### src/pointer_to_stick_deadzone_shaper_defines.svh
// assertion helpers for the stick shaper, clocked on clk, held off during reset
`ifndef POINTER_TO_STICK_DEADZONE_SHAPER_DEFINES_SVH
`define POINTER_TO_STICK_DEADZONE_SHAPER_DEFINES_SVH

// same-cycle implication
`define PTSDS_ASSERT_NOW(lbl, ante, cons) \
  lbl: assert property (@(posedge clk) disable iff (!rst_n) (ante) |-> (cons)) \
    else $error("stick shaper check failed");

// next-cycle implication
`define PTSDS_ASSERT_NEXT(lbl, ante, cons) \
  lbl: assert property (@(posedge clk) disable iff (!rst_n) (ante) |=> (cons)) \
    else $error("stick shaper check failed");

`endif

### src/ptsds_pkg.sv
package ptsds_pkg;

  localparam int COORD_BITS_DEF = 12;
  localparam int FRAC_BITS_DEF  = 15;
  // fractional bits of the radial distance
  localparam int DIST_FRAC      = 14;
  // entries in the queue between front and back
  localparam int QUEUE_DEPTH    = 4;

  localparam int CFG_INDEX_W    = 3;

  typedef enum logic [CFG_INDEX_W-1:0] {
    CFG_WINDOW_WIDTH  = 3'd0,
    CFG_WINDOW_HEIGHT = 3'd1,
    CFG_CENTER_X      = 3'd2,
    CFG_CENTER_Y      = 3'd3,
    CFG_DEAD_ZONE     = 3'd4,
    CFG_LINEAR        = 3'd5
  } cfg_reg_t;

  localparam int RST_WINDOW_WIDTH  = 1024;
  localparam int RST_WINDOW_HEIGHT = 768;
  localparam int RST_CENTER_X      = 512;
  localparam int RST_CENTER_Y      = 384;
  localparam int RST_DEAD_ZONE     = 20;

endpackage

### src/ptsds_front.sv
module ptsds_front #(
  parameter int COORD_BITS = ptsds_pkg::COORD_BITS_DEF,
  parameter int DEPTH      = ptsds_pkg::QUEUE_DEPTH,
  parameter int ITEM_W     = 2 * COORD_BITS + 3
) (
  input  logic                  clk,
  input  logic                  rst_n,
  input  logic                  in_valid,
  output logic                  in_ready,
  input  logic [COORD_BITS-1:0] in_pointer_x,
  input  logic [COORD_BITS-1:0] in_pointer_y,
  input  logic                  in_pointer_valid,
  input  logic [COORD_BITS-1:0] window_width,
  input  logic [COORD_BITS-1:0] window_height,
  input  logic [COORD_BITS-1:0] center_x,
  input  logic [COORD_BITS-1:0] center_y,
  input  logic                  pop,
  output logic                  head_valid,
  output logic [ITEM_W-1:0]     head_item
);

  localparam int PW = (DEPTH > 1) ? $clog2(DEPTH) : 1;
  localparam int CW = $clog2(DEPTH + 1);

  typedef struct packed {
    logic                  upd;
    logic                  negx;
    logic [COORD_BITS-1:0] offx;
    logic                  negy;
    logic [COORD_BITS-1:0] offy;
  } item_t;

  item_t           item_new;
  item_t           mem_r [DEPTH];
  logic [PW-1:0]   wr_ptr_r, wr_ptr_nxt;
  logic [PW-1:0]   rd_ptr_r, rd_ptr_nxt;
  logic [CW-1:0]   cnt_r, cnt_nxt;
  logic            push;

  // classify: window check, offsets from centre, sign of each offset
  always_comb begin
    item_new.upd  = in_pointer_valid && (in_pointer_x < window_width) &&
                    (in_pointer_y < window_height);
    item_new.negx = in_pointer_x < center_x;
    item_new.offx = item_new.negx ? center_x - in_pointer_x : in_pointer_x - center_x;
    item_new.negy = in_pointer_y < center_y;
    item_new.offy = item_new.negy ? center_y - in_pointer_y : in_pointer_y - center_y;
  end

  assign in_ready   = cnt_r != CW'(DEPTH);
  assign push       = in_valid && in_ready;
  assign head_valid = cnt_r != '0;
  assign head_item  = mem_r[rd_ptr_r];

  always_comb begin
    wr_ptr_nxt = wr_ptr_r;
    rd_ptr_nxt = rd_ptr_r;
    cnt_nxt    = cnt_r;
    if (push) begin
      wr_ptr_nxt = (wr_ptr_r == PW'(DEPTH - 1)) ? '0 : wr_ptr_r + 1'b1;
    end
    if (pop) begin
      rd_ptr_nxt = (rd_ptr_r == PW'(DEPTH - 1)) ? '0 : rd_ptr_r + 1'b1;
    end
    if (push && !pop) begin
      cnt_nxt = cnt_r + 1'b1;
    end else if (pop && !push) begin
      cnt_nxt = cnt_r - 1'b1;
    end
  end

  always_ff @(posedge clk) begin
    if (!rst_n) begin
      wr_ptr_r <= '0;
      rd_ptr_r <= '0;
      cnt_r    <= '0;
    end else begin
      wr_ptr_r <= wr_ptr_nxt;
      rd_ptr_r <= rd_ptr_nxt;
      cnt_r    <= cnt_nxt;
    end
  end

  always_ff @(posedge clk) begin
    if (push) begin
      mem_r[wr_ptr_r] <= item_new;
    end
  end

endmodule

### config.mk
export PLATFORM = sky130hd
export DESIGN_NAME = ptsds_front
export DESIGN_NICKNAME = d
export VERILOG_FILES = /design/src/pointer_to_stick_deadzone_shaper_defines.svh /design/src/ptsds_pkg.sv /design/src/ptsds_front.sv
export SDC_FILE = /design/constraint.sdc
export NUM_CORES = 1
export LEC_CHECK = 0
export ABC_AREA = 1
export BUFFER_PORTS_ARGS = -buffer_cell sky130_fd_sc_hd__buf_2
export CAP_MARGIN = 25
export CORE_ASPECT_RATIO = 2
export CORE_UTILIZATION = 50
export DETAILED_ROUTE_END_ITERATION = 10
export GPL_TIMING_DRIVEN = 0
export PLACE_DENSITY = 0.68
export REMOVE_ABC_BUFFERS = 1
export SLEW_MARGIN = 10
export SYNTH_ARGS = -nofsm -noshare
export SYNTH_HDL_FRONTEND = slang
export SYNTH_SLANG_ARGS = --single-unit
### constraint.sdc
create_clock -name clk -period 6.7 [get_ports clk]
set_clock_uncertainty 0.15 [all_clocks]
set_input_delay 2.01 -clock clk [delete_from_list [all_inputs] [get_ports clk]]
set_output_delay 2.01 -clock clk [all_outputs]
set_load 0.005 [all_outputs]
==> run metrics <==
critical path class reg2out; pre-CTS WS 2.12 ns; fillcell total ~1,400; switching pwr ~0.67 mW; Pleak ~4.6 nW; WL per Instance between 10 and 15 µm; Largest stage delay, worst path 0.56 ns; most frequent cells in the layout 244 x nand2_1, 168 x inv_1, 108 x edfxtp_1; antenna diode count 0; max frequency between 0.2 and 0.25 GHz; # Max-Cap Violations 0; Post-synth EDFFs 108; post-synthesis async set-or-reset flop share 0; Core Region 15,700 µm²; wire length of the first global-routing pass 27,900 µm; synthesized instance count about 1,000; worst vdd ir 0.118 mV; first-pass iteration count of the detailed router 4; Num CTS Buffers 25; H-tree depth 4; CTS clk-pin slew, worst paths around 0.05 ns; vias in the first global route between 6,000 and 7,000; layout cell share with drive strength beyond 1 0.161; path depth of the worst reg2reg path 11; crit end category output port; total setup buffers inserted after CTS 0; #FFs+latches synth approximately 120; CP Data Required Time ~4.5 ns; period utilization 0.706; Crit path arrival time 2.57 ns; FF-to-FF setup slack 4.35 ns; Worst R2R Start cnt_r[1]$_SDFFE_PN0P_; RSZ-0062 raised after global routing no; number of I/O pins 106; crit-path max FO 54; Design Area, Final 9430 µm²; setup violators final 0; Slew @ Worst Pin between 0.8 and 0.9 ns; unique cell type count in the Yosys netlist 36; Layout area overhead 18.1%; Vias/cell 5.11; status finished, final reports clean; GPL Wtd Cong 0.818; Synth Flop Type edfxtp_1; Cell Area, Placed roughly 9000 µm²; die width 91.4 µm; share of total power in the clock network 0.398; reg2reg end cnt_r[2]$_SDFFE_PN0P_; leading cell type in the layout, fill and taps excluded nand2_1; initial antenna violation count 0; cell row count 65; fin util 0.601; hold buffers post-CTS 0; cell depth of the worst setup path 5; total global routing track utilization 0.214; maximum clock path buffer count 3; clock sink total ~120; CP cell instances buf_12, clkinv_2, o21ai_0, o22ai_1, buf_2; Routed Antenna Nets 0; Residual DRC 0; top cell family by delay on the critical path buffers and inverters; worst hold path class reg2reg; Post-CTS Resized 0; register area share after synthesis 0.429; Post-Route WL roughly 17,000 µm; Max Slew Vio Count 0; Net Sw Frac 0.275; clock root buffer clkbuf_16; Max-slew headroom 0.446; HPWL after DPL about 13,000 µm; Reg power frac 0.381; port bufs between 100 and 150; GR Overflow Total 0; synth warn 0; largest net degree at the start of global routing 55; Worst setup endpoint head_item[2]; Worst Slack Setup Final 1.97 ns; via count ~6,600; Final Hold Vio Count 0; WHS 0.352 ns; Pwr per Cell Area between 200 and 300 nW/µm²; synthesized area approximately 8000 µm²; TritonCTS clock tree done; internal power between 1.5 and 2 mW; Worst path slowest cell clkinv_2; Crit path buffers/inverters 3; Worst Setup Start Kind flip-flop; DRT iter0 DRCs 220; die footprint about 17,000 µm²; Logic pwr share 0.221; setup_tns 0 ns; Die Height 181 µm; Starting Density 0.509; clk_lat worst skew 0.45 ns; Tmin final about 4.7 ns; average size of a mapped cell a little over 8 µm²; Nets roughly 1,200
-- area by class of cell --
class | count | area (µm²) | share of cell area
multi-input combinational | 664 | 3780 | 0.401
sequential | 117 | 3420 | 0.363
timing repair buffer | 111 | 671 | 0.0711
inverter | 173 | 656 | 0.0695
clock buffer | 27 | 633 | 0.0671
tap | 201 | 251 | 0.0267
clock inverter | 4 | 20.0 | 0.00212
-- synthesized netlist by cell type, types with 13 or more instances --
| cell type | count | share of area |
|---|---|---|
| ha_1 | 74 | 0.12 |
| nand3_1 | 34 | 0.021 |
| inv_1 | 168 | 0.079 |
| nor2_1 | 100 | 0.047 |
| edfxtp_1 | 108 | 0.41 |
| a21oi_1 | 34 | 0.021 |
| o22ai_1 | 27 | 0.021 |
| xor2_1 | 13 | 0.014 |
| nand2_1 | 244 | 0.11 |
| clkbuf_1 | 14 | 0.0066 |
| nand4_1 | 16 | 0.013 |
| o21ai_0 | 74 | 0.046 |
-- flip-flops by register name (all words and copies together) (netlist names), named ones only --
signal	count
wr_ptr_r	2
cnt_r	3
mem_r	108
rd_ptr_r	2
-- how the worst min path moves through the flow --
| stage | cells after the start | start | endpoint | slack (ns) |
|---|---|---|---|---|
| global placement | 2 | cnt_r[2]$_SDFFE_PN0P_ | cnt_r[2]$_SDFFE_PN0P_ | 0.33 |
| global route | 2 | cnt_r[2]$_SDFFE_PN0P_ | cnt_r[2]$_SDFFE_PN0P_ | 0.39 |
| floorplan | 2 | cnt_r[2]$_SDFFE_PN0P_ | cnt_r[2]$_SDFFE_PN0P_ | 0.31 |
| CTS | 2 | cnt_r[2]$_SDFFE_PN0P_ | cnt_r[2]$_SDFFE_PN0P_ | 0.35 |
| finish | 2 | cnt_r[2]$_SDFFE_PN0P_ | cnt_r[2]$_SDFFE_PN0P_ | 0.35 |
| detailed placement | 2 | cnt_r[2]$_SDFFE_PN0P_ | cnt_r[2]$_SDFFE_PN0P_ | 0.34 |
-- power by group through the flow --
stage	Combinational, mW	Clock [mW]	Sequential, mW
3_5_place_dp	0.536	0	0.940
6_report	0.535	0.965	0.924
2_1_floorplan	0.345	0	0.937
3_3_place_gp	0.497	0	0.946
5_1_grt	0.606	1.01	0.930
4_1_cts	0.538	0.976	0.927
-- stage by stage --
step,power [mW],std cells
floorplan,1.28,954
global placement,1.44,1260
detailed placement,1.48,1265
CTS,2.44,1296
global route,2.55,1297
finish,2.42,1297
-- worst min-delay path, stage by stage (launching register included) --
cell and delay, ns:
dfxtp_1 0.31, inv_1 0.08, a21oi_1 0.06
-- routing by layer --
metal | part of all wire | vias up | global-route usage
met5 | 0 | - | 0
met4 | 0.025 | 0 | 0.0933
met3 | 0.035 | 31 | 0.0244
met2 | 0.56 | 156 | 0.432
met1 | 0.38 | 3052 | 0.211
li1 | - | 3393 | -
-- cells by family after synthesis --
kind of cell	after synthesis	synth area share
simple gates	422	0.221
buf+inv	199	0.102
compound gates	147	0.102
flops	117	0.429
fa+ha+maj	79	0.128
xor+xnor	16	0.0176
Note: power is estimated with default switching activity, not from simulation.
